--- config.mk ---
export PLATFORM = sky130hd
export DESIGN_NAME = http_chunked_body_decoder_flat
export DESIGN_NICKNAME = d
export VERILOG_FILES = /design/src/design/hcbd_pkg.sv /design/src/design/hcbd_ifs.sv /design/src/design/hcbd_core.sv /design/src/design/hcbd_out_reg.sv /design/src/design/http_chunked_body_decoder.sv /design/src/flat_wrapper.sv
export SDC_FILE = /design/constraint.sdc
export NUM_CORES = 1
export LEC_CHECK = 0
export BUFFER_PORTS_ARGS = -buffer_cell sky130_fd_sc_hd__buf_2
export CAP_MARGIN = 20
export CORE_MARGIN = 2
export CORE_UTILIZATION = 55
export CTS_CLUSTER_SIZE = 8
export DETAILED_ROUTE_END_ITERATION = 8
export HOLD_SLACK_MARGIN = 0.06
export PLACE_DENSITY = 0.76
export SLEW_MARGIN = 25
export SYNTH_ARGS = -nofsm -noshare
export SYNTH_HDL_FRONTEND = slang
export SYNTH_SLANG_ARGS = --single-unit
--- constraint.sdc ---
create_clock -name clk -period 20.5 [get_ports clk]
set_input_delay 1.025 -clock clk [delete_from_list [all_inputs] [get_ports clk]]
set_output_delay 1.025 -clock clk [all_outputs]
set_load 0.05 [all_outputs]
--- src/design/hcbd_pkg.sv ---
// hcbd_pkg: shared types, widths and character codes for the chunked body decoder
// no dependencies; every other design file refers to it by scoped names
`timescale 1ns / 1ps

package hcbd_pkg;

    localparam int BYTE_W  = 8;
    localparam int COUNT_W = 32;
    localparam int STAT_W  = 2;

    // result status codes
    localparam logic [STAT_W-1:0] STATUS_BUSY  = 2'd0;
    localparam logic [STAT_W-1:0] STATUS_DONE  = 2'd1;
    localparam logic [STAT_W-1:0] STATUS_ERROR = 2'd2;

    // characters that delimit the size line
    localparam logic [BYTE_W-1:0] CH_CR   = 8'h0D;
    localparam logic [BYTE_W-1:0] CH_LF   = 8'h0A;
    localparam logic [BYTE_W-1:0] CH_SEMI = 8'h3B;

    // largest size that may still take one more hex digit
    localparam logic [COUNT_W-1:0] SIZE_LIMIT = 32'h0FFF_FFFF;

    // capacity register value after reset
    localparam logic [COUNT_W-1:0] CAPACITY_RESET = 32'hFFFF_FFFF;

    // one decoded result
    typedef struct packed {
        logic                out_valid;
        logic [BYTE_W-1:0]   out_byte;
        logic [STAT_W-1:0]   status;
        logic [COUNT_W-1:0]  total_len;
    } result_t;

    // hex digit decode: is_hex flag in bit 4, value in bits 3:0
    function automatic logic [4:0] hex_decode(input logic [BYTE_W-1:0] c);
        logic [4:0] r;
        r = 5'd0;
        if (c >= 8'h30 && c <= 8'h39)
        begin
            r = {1'b1, 4'(c - 8'h30)};
        end
        else if (c >= 8'h61 && c <= 8'h66)
        begin
            r = {1'b1, 4'(c - 8'h57)};
        end
        else if (c >= 8'h41 && c <= 8'h46)
        begin
            r = {1'b1, 4'(c - 8'h37)};
        end
        return r;
    endfunction

endpackage

--- src/design/hcbd_ifs.sv ---
// hcbd_ifs: valid/ready channel interfaces for body bytes, results and configuration
// depends on hcbd_pkg for field widths
`timescale 1ns / 1ps

interface hcbd_body_if;
    logic                        valid;
    logic                        ready;
    logic                        start_req;
    logic [hcbd_pkg::BYTE_W-1:0] in_byte;
    logic                        in_last;

    modport source (output valid, start_req, in_byte, in_last, input ready);
    modport sink   (input valid, start_req, in_byte, in_last, output ready);
endinterface

interface hcbd_result_if;
    logic                         valid;
    logic                         ready;
    logic                         out_valid;
    logic [hcbd_pkg::BYTE_W-1:0]  out_byte;
    logic [hcbd_pkg::STAT_W-1:0]  status;
    logic [hcbd_pkg::COUNT_W-1:0] total_len;

    modport source (output valid, out_valid, out_byte, status, total_len, input ready);
    modport sink   (input valid, out_valid, out_byte, status, total_len, output ready);
endinterface

interface hcbd_cfg_if;
    logic                         valid;
    logic                         ready;
    logic [hcbd_pkg::COUNT_W-1:0] data;

    modport source (output valid, data, input ready);
    modport sink   (input valid, data, output ready);
endinterface

--- src/design/hcbd_core.sv ---
// hcbd_core: decoder state registers and the per-byte next-state and result logic
// depends on hcbd_pkg
`timescale 1ns / 1ps

module hcbd_core (
    input  logic                         clk,
    input  logic                         rst_n,
    input  logic                         step,
    input  logic                         start_req,
    input  logic [hcbd_pkg::BYTE_W-1:0]  in_byte,
    input  logic                         in_last,
    input  logic [hcbd_pkg::COUNT_W-1:0] out_capacity,
    output hcbd_pkg::result_t            res
);

    localparam logic [2:0] PH_SIZE     = 3'd0;
    localparam logic [2:0] PH_SKIP     = 3'd1;
    localparam logic [2:0] PH_DATA     = 3'd2;
    localparam logic [2:0] PH_TRAIL    = 3'd3;
    localparam logic [2:0] PH_TRAIL_LF = 3'd4;
    localparam logic [2:0] PH_DONE     = 3'd5;
    localparam logic [2:0] PH_ERR      = 3'd6;

    logic [2:0]                   phase_reg,  phase_next;
    logic [hcbd_pkg::COUNT_W-1:0] chunk_reg,  chunk_next;
    logic                         digit_reg,  digit_next;
    logic [hcbd_pkg::COUNT_W-1:0] left_reg,   left_next;
    logic [hcbd_pkg::COUNT_W-1:0] count_reg,  count_next;

    logic [2:0]                   cur_phase;
    logic [hcbd_pkg::COUNT_W-1:0] cur_chunk;
    logic                         cur_digit;
    logic [hcbd_pkg::COUNT_W-1:0] cur_left;
    logic [hcbd_pkg::COUNT_W-1:0] cur_count;

    logic [hcbd_pkg::COUNT_W-1:0] base_chunk;
    logic                         base_digit;
    logic [4:0]                   hex;
    logic                         over_cap;
    logic [2:0]                   end_phase;
    logic [2:0]                   sz_phase;
    logic [hcbd_pkg::COUNT_W-1:0] sz_chunk;
    logic                         sz_digit;
    logic [hcbd_pkg::COUNT_W-1:0] left_dec;
    logic [2:0]                   step_phase;
    logic                         emit;

    // start of a new body clears the state seen by this byte
    always_comb
    begin
        cur_phase = start_req ? PH_SIZE : phase_reg;
        cur_chunk = start_req ? '0 : chunk_reg;
        cur_digit = start_req ? 1'b0 : digit_reg;
        cur_left  = start_req ? '0 : left_reg;
        cur_count = start_req ? '0 : count_reg;
    end

    // a byte in place of the payload trailer opens a fresh size line
    assign base_chunk = (cur_phase == PH_TRAIL) ? '0 : cur_chunk;
    assign base_digit = (cur_phase == PH_TRAIL) ? 1'b0 : cur_digit;
    assign hex        = hcbd_pkg::hex_decode(in_byte);
    assign left_dec   = cur_left - 32'd1;

    // capacity check at the end of a size line
    assign over_cap = ({1'b0, cur_count} + {1'b0, cur_chunk}) > {1'b0, out_capacity};

    always_comb
    begin
        if (cur_chunk == '0)
        begin
            end_phase = PH_DONE;
        end
        else if (over_cap)
        begin
            end_phase = PH_ERR;
        end
        else
        begin
            end_phase = PH_DATA;
        end
    end

    // one character of the size line
    always_comb
    begin
        sz_phase = PH_SIZE;
        sz_chunk = base_chunk;
        sz_digit = base_digit;
        priority if (in_byte == hcbd_pkg::CH_LF)
        begin
            sz_phase = base_digit ? end_phase : PH_ERR;
        end
        else if (in_byte == hcbd_pkg::CH_CR || in_byte == hcbd_pkg::CH_SEMI)
        begin
            sz_phase = base_digit ? PH_SKIP : PH_ERR;
        end
        else if (!hex[4] || base_chunk > hcbd_pkg::SIZE_LIMIT)
        begin
            sz_phase = PH_ERR;
        end
        else
        begin
            sz_chunk = {base_chunk[hcbd_pkg::COUNT_W-5:0], hex[3:0]};
            sz_digit = 1'b1;
        end
    end

    // per-phase next state
    always_comb
    begin
        step_phase = cur_phase;
        chunk_next = cur_chunk;
        digit_next = cur_digit;
        left_next  = cur_left;
        count_next = cur_count;
        emit       = 1'b0;
        unique case (cur_phase)
            PH_SIZE:
            begin
                step_phase = sz_phase;
                chunk_next = sz_chunk;
                digit_next = sz_digit;
                if (sz_phase == PH_DATA)
                begin
                    left_next = cur_chunk;
                end
            end
            PH_SKIP:
            begin
                if (in_byte == hcbd_pkg::CH_LF)
                begin
                    step_phase = end_phase;
                    if (end_phase == PH_DATA)
                    begin
                        left_next = cur_chunk;
                    end
                end
            end
            PH_DATA:
            begin
                emit       = 1'b1;
                count_next = cur_count + 32'd1;
                left_next  = left_dec;
                if (left_dec == '0)
                begin
                    step_phase = PH_TRAIL;
                end
            end
            PH_TRAIL:
            begin
                if (in_byte == hcbd_pkg::CH_CR)
                begin
                    step_phase = PH_TRAIL_LF;
                end
                else if (in_byte == hcbd_pkg::CH_LF)
                begin
                    step_phase = PH_SIZE;
                    chunk_next = '0;
                    digit_next = 1'b0;
                end
                else
                begin
                    step_phase = sz_phase;
                    chunk_next = sz_chunk;
                    digit_next = sz_digit;
                end
            end
            PH_TRAIL_LF:
            begin
                if (in_byte == hcbd_pkg::CH_LF)
                begin
                    step_phase = PH_SIZE;
                    chunk_next = '0;
                    digit_next = 1'b0;
                end
                else
                begin
                    step_phase = PH_ERR;
                end
            end
            PH_DONE:
            begin
                step_phase = PH_DONE;
            end
            default:
            begin
                step_phase = PH_ERR;
            end
        endcase
    end

    // running out of input before the terminating chunk is an error
    assign phase_next = (in_last && step_phase != PH_DONE) ? PH_ERR : step_phase;

    // result for this byte
    always_comb
    begin
        res.out_valid = emit;
        res.out_byte  = emit ? in_byte : '0;
        res.total_len = count_next;
        if (phase_next == PH_DONE)
        begin
            res.status = hcbd_pkg::STATUS_DONE;
        end
        else if (phase_next == PH_ERR)
        begin
            res.status = hcbd_pkg::STATUS_ERROR;
        end
        else
        begin
            res.status = hcbd_pkg::STATUS_BUSY;
        end
    end

    // control state
    always_ff @(posedge clk or negedge rst_n)
    begin
        if (!rst_n)
        begin
            phase_reg <= PH_SIZE;
            chunk_reg <= '0;
            digit_reg <= 1'b0;
            left_reg  <= '0;
            count_reg <= '0;
        end
        else if (step)
        begin
            phase_reg <= phase_next;
            chunk_reg <= chunk_next;
            digit_reg <= digit_next;
            left_reg  <= left_next;
            count_reg <= count_next;
        end
    end

    // completion is sticky until a new body starts
    a_done_sticky: assert property (@(posedge clk) disable iff (!rst_n)
        (step && !start_req && phase_reg == PH_DONE) |=> (phase_reg == PH_DONE))
        else $error("completed body left the done phase");

    // errors are sticky until a new body starts
    a_err_sticky: assert property (@(posedge clk) disable iff (!rst_n)
        (step && !start_req && phase_reg == PH_ERR) |=> (phase_reg == PH_ERR))
        else $error("error phase left without a restart");

    // payload count moves only on payload bytes
    a_count_hold: assert property (@(posedge clk) disable iff (!rst_n)
        (step && !start_req && phase_reg != PH_DATA) |=> (count_reg == $past(count_reg)))
        else $error("payload count changed outside the payload phase");

endmodule

--- src/design/hcbd_out_reg.sv ---
// hcbd_out_reg: result register that holds one decoded result until the sink takes it
// depends on hcbd_pkg and hcbd_ifs
`timescale 1ns / 1ps

module hcbd_out_reg (
    input  logic              clk,
    input  logic              rst_n,
    input  logic              load,
    input  hcbd_pkg::result_t res,
    output logic              can_load,
    hcbd_result_if.source     result
);

    logic              valid_reg, valid_next;
    hcbd_pkg::result_t data_reg;

    // free when empty or drained this cycle
    assign can_load   = !valid_reg || result.ready;
    assign valid_next = load || (valid_reg && !result.ready);

    always_ff @(posedge clk or negedge rst_n)
    begin
        if (!rst_n)
        begin
            valid_reg <= 1'b0;
        end
        else
        begin
            valid_reg <= valid_next;
        end
    end

    // payload needs no reset
    always_ff @(posedge clk)
    begin
        if (load)
        begin
            data_reg <= res;
        end
    end

    assign result.valid     = valid_reg;
    assign result.out_valid = data_reg.out_valid;
    assign result.out_byte  = data_reg.out_byte;
    assign result.status    = data_reg.status;
    assign result.total_len = data_reg.total_len;

endmodule

--- src/design/http_chunked_body_decoder.sv ---
// http_chunked_body_decoder: top level, input register, capacity register, core and result register
// depends on hcbd_pkg, hcbd_ifs, hcbd_core and hcbd_out_reg
`timescale 1ns / 1ps
//
//  channel  dir  handshake        contents
//  body     in   valid / ready    start_req, in_byte, in_last
//  result   out  valid / ready    out_valid, out_byte, status, total_len
//  cfg      in   valid / ready    data -> out_capacity
//
//  one body byte per cycle sustained while the result sink keeps up; each byte gives one result
//  per-byte work is one pass from the input register through the decode logic to the result register
//  reset: capacity is all ones, decoder waits for a size line, no result held
//  a stalled result holds the input register; body ready drops only while both are full
//  cfg is always ready; the user writes it only while the decoder is idle, not enforced by the block

module http_chunked_body_decoder (
    input  logic          clk,
    input  logic          rst_n,
    hcbd_body_if.sink     body,
    hcbd_result_if.source result,
    hcbd_cfg_if.sink      cfg
);

    logic                         in_valid_reg, in_valid_next;
    logic                         start_reg;
    logic [hcbd_pkg::BYTE_W-1:0]  byte_reg;
    logic                         last_reg;
    logic [hcbd_pkg::COUNT_W-1:0] capacity_reg;
    logic                         can_load;
    logic                         step;
    logic                         take;
    hcbd_pkg::result_t            res;

    // capacity register
    assign cfg.ready = 1'b1;

    always_ff @(posedge clk or negedge rst_n)
    begin
        if (!rst_n)
        begin
            capacity_reg <= hcbd_pkg::CAPACITY_RESET;
        end
        else if (cfg.valid)
        begin
            capacity_reg <= cfg.data;
        end
    end

    // input register
    assign step          = in_valid_reg && can_load;
    assign body.ready    = !in_valid_reg || can_load;
    assign take          = body.valid && body.ready;
    assign in_valid_next = take || (in_valid_reg && !can_load);

    always_ff @(posedge clk or negedge rst_n)
    begin
        if (!rst_n)
        begin
            in_valid_reg <= 1'b0;
        end
        else
        begin
            in_valid_reg <= in_valid_next;
        end
    end

    always_ff @(posedge clk)
    begin
        if (take)
        begin
            start_reg <= body.start_req;
            byte_reg  <= body.in_byte;
            last_reg  <= body.in_last;
        end
    end

    hcbd_core u_core (
        .clk          (clk),
        .rst_n        (rst_n),
        .step         (step),
        .start_req    (start_reg),
        .in_byte      (byte_reg),
        .in_last      (last_reg),
        .out_capacity (capacity_reg),
        .res          (res)
    );

    hcbd_out_reg u_out (
        .clk      (clk),
        .rst_n    (rst_n),
        .load     (step),
        .res      (res),
        .can_load (can_load),
        .result   (result)
    );

endmodule

--- src/flat_wrapper.sv ---
// flat-port wrapper written by rule: the top's interface ports become plain ports
module http_chunked_body_decoder_flat 
  (clk, rst_n, body_valid, body_start_req, body_in_byte, body_in_last, body_ready, result_valid, result_out_valid, result_out_byte, result_status, result_total_len, result_ready, cfg_valid, cfg_data, cfg_ready);
  hcbd_body_if body_i ();
  hcbd_result_if result_i ();
  hcbd_cfg_if cfg_i ();
  input  logic clk;
  input  logic rst_n;
  input wire logic [$bits(body_i.valid)-1:0] body_valid;
  input wire logic [$bits(body_i.start_req)-1:0] body_start_req;
  input wire logic [$bits(body_i.in_byte)-1:0] body_in_byte;
  input wire logic [$bits(body_i.in_last)-1:0] body_in_last;
  output wire logic [$bits(body_i.ready)-1:0] body_ready;
  output wire logic [$bits(result_i.valid)-1:0] result_valid;
  output wire logic [$bits(result_i.out_valid)-1:0] result_out_valid;
  output wire logic [$bits(result_i.out_byte)-1:0] result_out_byte;
  output wire logic [$bits(result_i.status)-1:0] result_status;
  output wire logic [$bits(result_i.total_len)-1:0] result_total_len;
  input wire logic [$bits(result_i.ready)-1:0] result_ready;
  input wire logic [$bits(cfg_i.valid)-1:0] cfg_valid;
  input wire logic [$bits(cfg_i.data)-1:0] cfg_data;
  output wire logic [$bits(cfg_i.ready)-1:0] cfg_ready;
  assign body_i.valid = body_valid;
  assign body_i.start_req = body_start_req;
  assign body_i.in_byte = body_in_byte;
  assign body_i.in_last = body_in_last;
  assign body_ready = body_i.ready;
  assign result_valid = result_i.valid;
  assign result_out_valid = result_i.out_valid;
  assign result_out_byte = result_i.out_byte;
  assign result_status = result_i.status;
  assign result_total_len = result_i.total_len;
  assign result_i.ready = result_ready;
  assign cfg_i.valid = cfg_valid;
  assign cfg_i.data = cfg_data;
  assign cfg_ready = cfg_i.ready;
  http_chunked_body_decoder u_core (.clk(clk), .rst_n(rst_n), .body(body_i), .result(result_i), .cfg(cfg_i));
endmodule
==> results of run 1 <==
## logic make-up (layout without fill, tap and decap cells)
kind of cell / Yosys count / after routing / share of synthesized area (%)
buffers and inverters: 159 / 194 / 5.27
AND/OR/NAND/NOR: 595 / 595 / 22.2
other: 1 / 1 / 0.0285
adder cells (fa/ha/maj): 67 / 67 / 6.41
AO/OA/AOI/OAI: 408 / 408 / 20.6
XOR/XNOR: 70 / 70 / 4.72
flip-flops: 187 / 187 / 37.9
multiplexers: 37 / 37 / 2.86
## per-stage QoR
stage	area [um2]	hold slack (ns)	power, mW
final	14300	0.501	1.04
after global routing	14300	0.532	1.08
after CTS	14300	0.506	1.04
after detailed placement	13600	0.481	0.689
after global placement	13600	0.472	0.684
after floorplan	13200	0.449	0.625
## power breakdown
group	internal, mW	switching, mW	leakage [nW]	total (mW)
clock network	0.178	0.174	0.301	0.352
registers	0.420	0.0445	2.23	0.464
logic	0.0762	0.150	4.10	0.226
## routing by layer
layer	wire length, um	GRT usage, %	vias to the layer above
met5	0	0	-
met4	1460	13.0	0
met3	3220	6.53	93
met2	17200	48.2	570
met1	15000	38.7	5547
li1	-	-	5513
## final cells by class
class                   instances  area (um2)  share of cell area (%)
clock buffers                  18         429                    3.01
clock inverters                14         199                    1.39
inverters                      61         230                    1.61
multi-input cells            1178        7490                    52.5
flip-flops and latches        187        4980                    34.9
well taps                     319         399                    2.80
repair buffers                101         537                    3.76
## worst paths after layout
path | startpoint | depth (start not counted) | to | slack, ns
setup / recovery | u_core.start_reg | 24 | u_core.u_core.left_reg[5] | 12.83
hold / removal | u_core.u_core.count_reg[13] | 2 | u_core.u_core.count_reg[13] | 0.50
setup reg to reg | u_core.start_reg | 24 | u_core.u_core.left_reg[5] | 12.83
hold reg to reg | u_core.u_core.count_reg[13] | 2 | u_core.u_core.count_reg[13] | 0.50
max in group asynchronous | rst_n | 3 | u_core.u_core.left_reg[6] | 18.48
min in group asynchronous | rst_n | 1 | u_core.capacity_reg[24] | 0.60
## placed cells by master (no fill, tap or decap), types with 53 or more instances in the layout
cell type / count
nand2_1: 217
o21ai_0: 127
nor2_1: 126
dfrtp_1: 102
buf_2: 90
ha_1: 65
a21oi_1: 60
inv_1: 58
nor2b_1: 54
edfxtp_1: 53
## critical path, stage by stage, from the launching register on
cell and delay, ns:
edfxtp_1 0.33, buf_4 0.53, buf_4 0.71, nor2b_1 0.31, ha_1 0.45, a21o_1 0.20, a221o_1 0.30, a21o_1 0.20
o21ai_2 0.17, a21oi_2 0.10, o41ai_2 0.33, o31ai_1 0.17, a31o_2 0.31, or4b_1 0.50, nand3_1 0.10, ha_1 0.13
nand2_1 0.07, nor4_1 0.36, o211ai_1 0.15, o211ai_1 0.47, nand4bb_1 0.20, buf_4 0.45, nor2_1 0.14, a2111oi_0 0.63
a211oi_1 0.11
==> flow_summary.ini, run 1 <==
[drt]
vias_per_cell = 6.24
num_vias = 11700
avgRoutedWirePerCell_um = 19.6
totalWireLength_um = 36900
ant_nets = 0
remaining_drc_errors = 0
firstDrtPassIters = 7
drtIter0Drc = 1469

[placement]
port_buffers = 91
routabilityCongestion = 1.00
dp.cells = 1846
hpwlAfterDp_um = 25900
post-place-ws_ns = 13.05

[final_layout]
final_util_pct = 60.8
drive_above_1_share_pct = 12.6
synthToLayoutAreaGrowth_pct = 8.46
finalNetCount = 1659
diodes = 0
fin_cells = 1878
fill_cells = 2012

[timing]
slew_headroom_pct = 34.8
finClkSkew_ns = 0.0196
setup_ws_ns = 12.83
setup_tns_ns = 0
setup_viol_count_final = 0
timing.final.crit_share_pct = 37.4
worst_pin_slew_ns = 0.968
finalCriticalPeriod_ns = 7.67
fmaxAchievable_mhz = 130
slew_violations = 0
rsz0062_at_grt = false
finalHoldViolations = 0

[setup_path]
cp.arrival_ns = 7.96
end_kind = flip-flop
path_class = reg -> reg
required_ns = 20.79
cp_max_fo = 71
cp-start-kind = flip-flop

[logic_synthesis]
synth.most_common_cell = nand2_1
synth.area.top_cells = dfrtp_1 (19%), edfxtp_1 (12%), dfstp_2 (6.4%)
synthTopCellsByCount = nand2_1 (218), nor2_1 (127), o21ai_0 (127)
synth_edf_count = 53
ys_async_sr_fraction_pct = 71.7
syn_area_per_cell_um2 = 8.63
yosysUniqueCellTypes = 93
synthFlopType = dfrtp_1
yosys.area.top_type = dfrtp_1
yosysSeqAreaShare_pct = 37.9
ys_ff_latch = 187
synthCells = 1524
netlist_area_um2 = 13200
synth_top_area_share_pct = 19.4
synth_warnings = 0
syn-num-nets = 1637

[min_path]
hold_path_class = reg -> reg

[global_route]
grt_pass1_vias = 11100
grt_usage_pct = 29.9
antenna_found_initial = 0
grt_pass1_wl_um = 58500
grt_max_degree = 75
grt-ovfl-total = 0

[clock_tree]
cts-resized-gates = 0
cts-root-buf = clkbuf_16
cts_tree = done
postCtsSetupBuffers = 0
cts_hold_buf = 0
cts_sinks = 187
clk_pin_slew_ns = 0.09
worstSkewPairLatency_ns = 0.45
cts_made_buffers = 17
htree_num_levels = 4
cts_buffer_depth = 2

[status]
outcome = finished clean

[floorplanning]
start_util_pct = 56.0
die_area_um2 = 25200
core_um2 = 23500
pin_count = 93
num_rows = 56
die_w_um = 159
die_h_um = 159

[run]
cap_violations = 0

[power_and_ir_drop]
cellPowerDensity_nw_per_um2 = 73.0
power_leakage_nw = 6.63
ir_worst_vdd_mv = 0.0568
No activity file was read; power rests on OpenSTA's default activity.
==> run 2: changes to the inputs <==
==> constraint.sdc (replaced) <==
create_clock -name clk -period 7.9 [get_ports clk]
set_input_delay 0.395 -clock clk [delete_from_list [all_inputs] [get_ports clk]]
set_output_delay 0.395 -clock clk [all_outputs]
set_load 0.05 [all_outputs]
==> flow_summary.ini, run 2 (synthesis results as in run 1) <==
[setup_path]
r2r_start = u_core.start_reg
slowest_stage = nand4b_1
timing.rr.end = u_core.u_core.left_reg[7]
reg2reg_slack_ns = 1.06
crit_end = u_core.u_core.left_reg[7]
crit_path_start = u_core.start_reg
crit_cells = 24
path_buf_inv = 3
path_class = reg -> reg
worstRegToRegCells = 24
cp.arrival_ns = 7.19
cp-start-kind = flip-flop
end_kind = flip-flop
required_ns = 8.25
path_cells = inv_2 -> buf_4 -> nand2_1 -> fa_1 -> o21bai_1 -> a311oi_1 -> o22ai_1 -> o21ba_4 -> nor4_4 -> o21ai_0 -> o21a_1 -> a211oi_1 -> or3_1 -> nand3_1 -> ha_1 -> a211o_1 -> a211o_1 -> o31ai_1 -> o211ai_1 -> nand4b_1 -> buf_4 -> o311ai_1 -> a21oi_1 -> a211oi_1
max_stage_delay_ns = 0.59
path_delay_family = compound AO/OA/AOI/OAI gates
cp_max_fo = 25

[run]
cap_violations = 0

[min_path]
hold_path_class = in -> reg

[floorplanning]
die_h_um = 159
num_rows = 56
core_um2 = 23500
die_w_um = 159
pin_count = 93
die_area_um2 = 25200
start_util_pct = 56.0

[timing]
finalCriticalPeriod_ns = 6.84
setup_ws_ns = 1.06
setup_viol_count_final = 0
finClkSkew_ns = 0.0163
slew_violations = 0
worst_pin_slew_ns = 1.04
rsz0062_at_grt = false
slew_headroom_pct = 30.6
finalHoldViolations = 0
fmaxAchievable_mhz = 146
hold_ws_ns = 0.122
setup_tns_ns = 0
timing.final.crit_share_pct = 86.6

[clock_tree]
cts_buffer_depth = 2
cts-root-buf = clkbuf_16
clk_pin_slew_ns = 0.08
worstSkewPairLatency_ns = 0.45
htree_num_levels = 4
cts_tree = done
cts_made_buffers = 17
postCtsSetupBuffers = 0
cts_sinks = 187

[drt]
num_vias = 11800
drtIter0Drc = 1407
avgRoutedWirePerCell_um = 19.9
vias_per_cell = 6.24
firstDrtPassIters = 8
totalWireLength_um = 37600
ant_nets = 0
remaining_drc_errors = 0

[power_and_ir_drop]
pwr-share-comb_pct = 21.7
cellPowerDensity_nw_per_um2 = 190
power_leakage_nw = 6.67
p_switching_mw = 0.969
switching_share_pct = 35.5
seqPwrFrac_pct = 44.1
clkPwrFrac_pct = 34.2
p_int_mw = 1.76
ir_worst_vdd_mv = 0.152

[global_route]
grt_max_degree = 93
grt-ovfl-total = 0
grt_pass1_vias = 11100
grt_pass1_wl_um = 59500
antenna_found_initial = 0
grt_usage_pct = 30.4

[final_layout]
diodes = 0
finalNetCount = 1665
drive_above_1_share_pct = 12.8
final_area_um2 = 14300
fill_cells = 2005
layout_common_cells = nand2_1 (217), nor2_1 (127), o21ai_0 (127), dfrtp_1 (102), buf_2 (90)
final_common_cell = nand2_1
fin_cells = 1884
synthToLayoutAreaGrowth_pct = 8.96

[placement]
routabilityCongestion = 0.959
dp.cells = 1851
hpwlAfterDp_um = 26900
dpl_cell_area_um2 = 13700
port_buffers = 91
post-place-ws_ns = 1.25

[status]
outcome = finished clean
## run 2: power by group through the flow
stage          combinational (mW)  sequential (mW)  clock (mW)
4_1_cts                     0.582             1.20       0.940
3_3_place_gp                0.569             1.21           0
6_report                    0.591             1.20       0.934
5_1_grt                     0.645             1.21       0.978
2_1_floorplan               0.412             1.21           0
3_5_place_dp                0.578             1.22           0
## run 2: worst min path at each step
stage | start | endpoint | slack, ns | cells past startpoint
after CTS | body_in_byte[7] | u_core.byte_reg[7] | 0.11 | 1
after global placement | rst_n | u_core.u_core.chunk_reg[11] | 0.45 | 1
after detailed placement | rst_n | u_core.u_core.left_reg[8] | 0.46 | 1
after global routing | body_in_byte[7] | u_core.byte_reg[7] | 0.11 | 1
after floorplan | rst_n | u_core.in_valid_reg | 0.1 | 0
final | body_in_last | u_core.last_reg | 0.12 | 1
## run 2: worst reg2reg max path: stages (launching register included)
cell and delay (ns):
edfxtp_1 0.45, inv_2 0.08, buf_4 0.34, nand2_1 0.19, fa_1 0.45, o21bai_1 0.21
a311oi_1 0.30, o22ai_1 0.22, o21ba_4 0.29, nor4_4 0.29, o21ai_0 0.16, o21a_1 0.24
a211oi_1 0.36, or3_1 0.17, nand3_1 0.07, ha_1 0.29, a211o_1 0.27, a211o_1 0.27
o31ai_1 0.23, o211ai_1 0.29, nand4b_1 0.60, buf_4 0.35, o311ai_1 0.30, a21oi_1 0.08
a211oi_1 0.23
## run 2: repair_timing
item,in CTS,in global routing
gates resized for setup,0,0
endpoints found under the hold margin,44,0
hold buffers,1,0
## run 2: layout make-up
| type | count | area [um2] | area share [%] |
|---|---|---|---|
| clock buffers | 17 | 425 | 2.97 |
| repair buffers | 107 | 597 | 4.16 |
| well taps | 319 | 399 | 2.78 |
| flip-flops and latches | 187 | 4980 | 34.8 |
| inverters | 61 | 230 | 1.61 |
| clock inverters | 15 | 211 | 1.48 |
| multi-input cells | 1178 | 7490 | 52.2 |
## run 2: stage by stage
stage                     power, mW  util (%)
after floorplan                1.62         -
after CTS                      2.72      61.0
after global placement         1.78      58.3
after detailed placement       1.79      58.3
after global routing           2.84      61.1
final                          2.73      61.1
## run 2: metal layers
layer | track usage, % | up-vias | share of wire [%]
met4 | 10.7 | 0 | 3.6
li1 | - | 5527 | -
met5 | 0 | - | 0
met1 | 41.1 | 5584 | 41
met3 | 4.30 | 83 | 7.7
met2 | 50.1 | 557 | 47
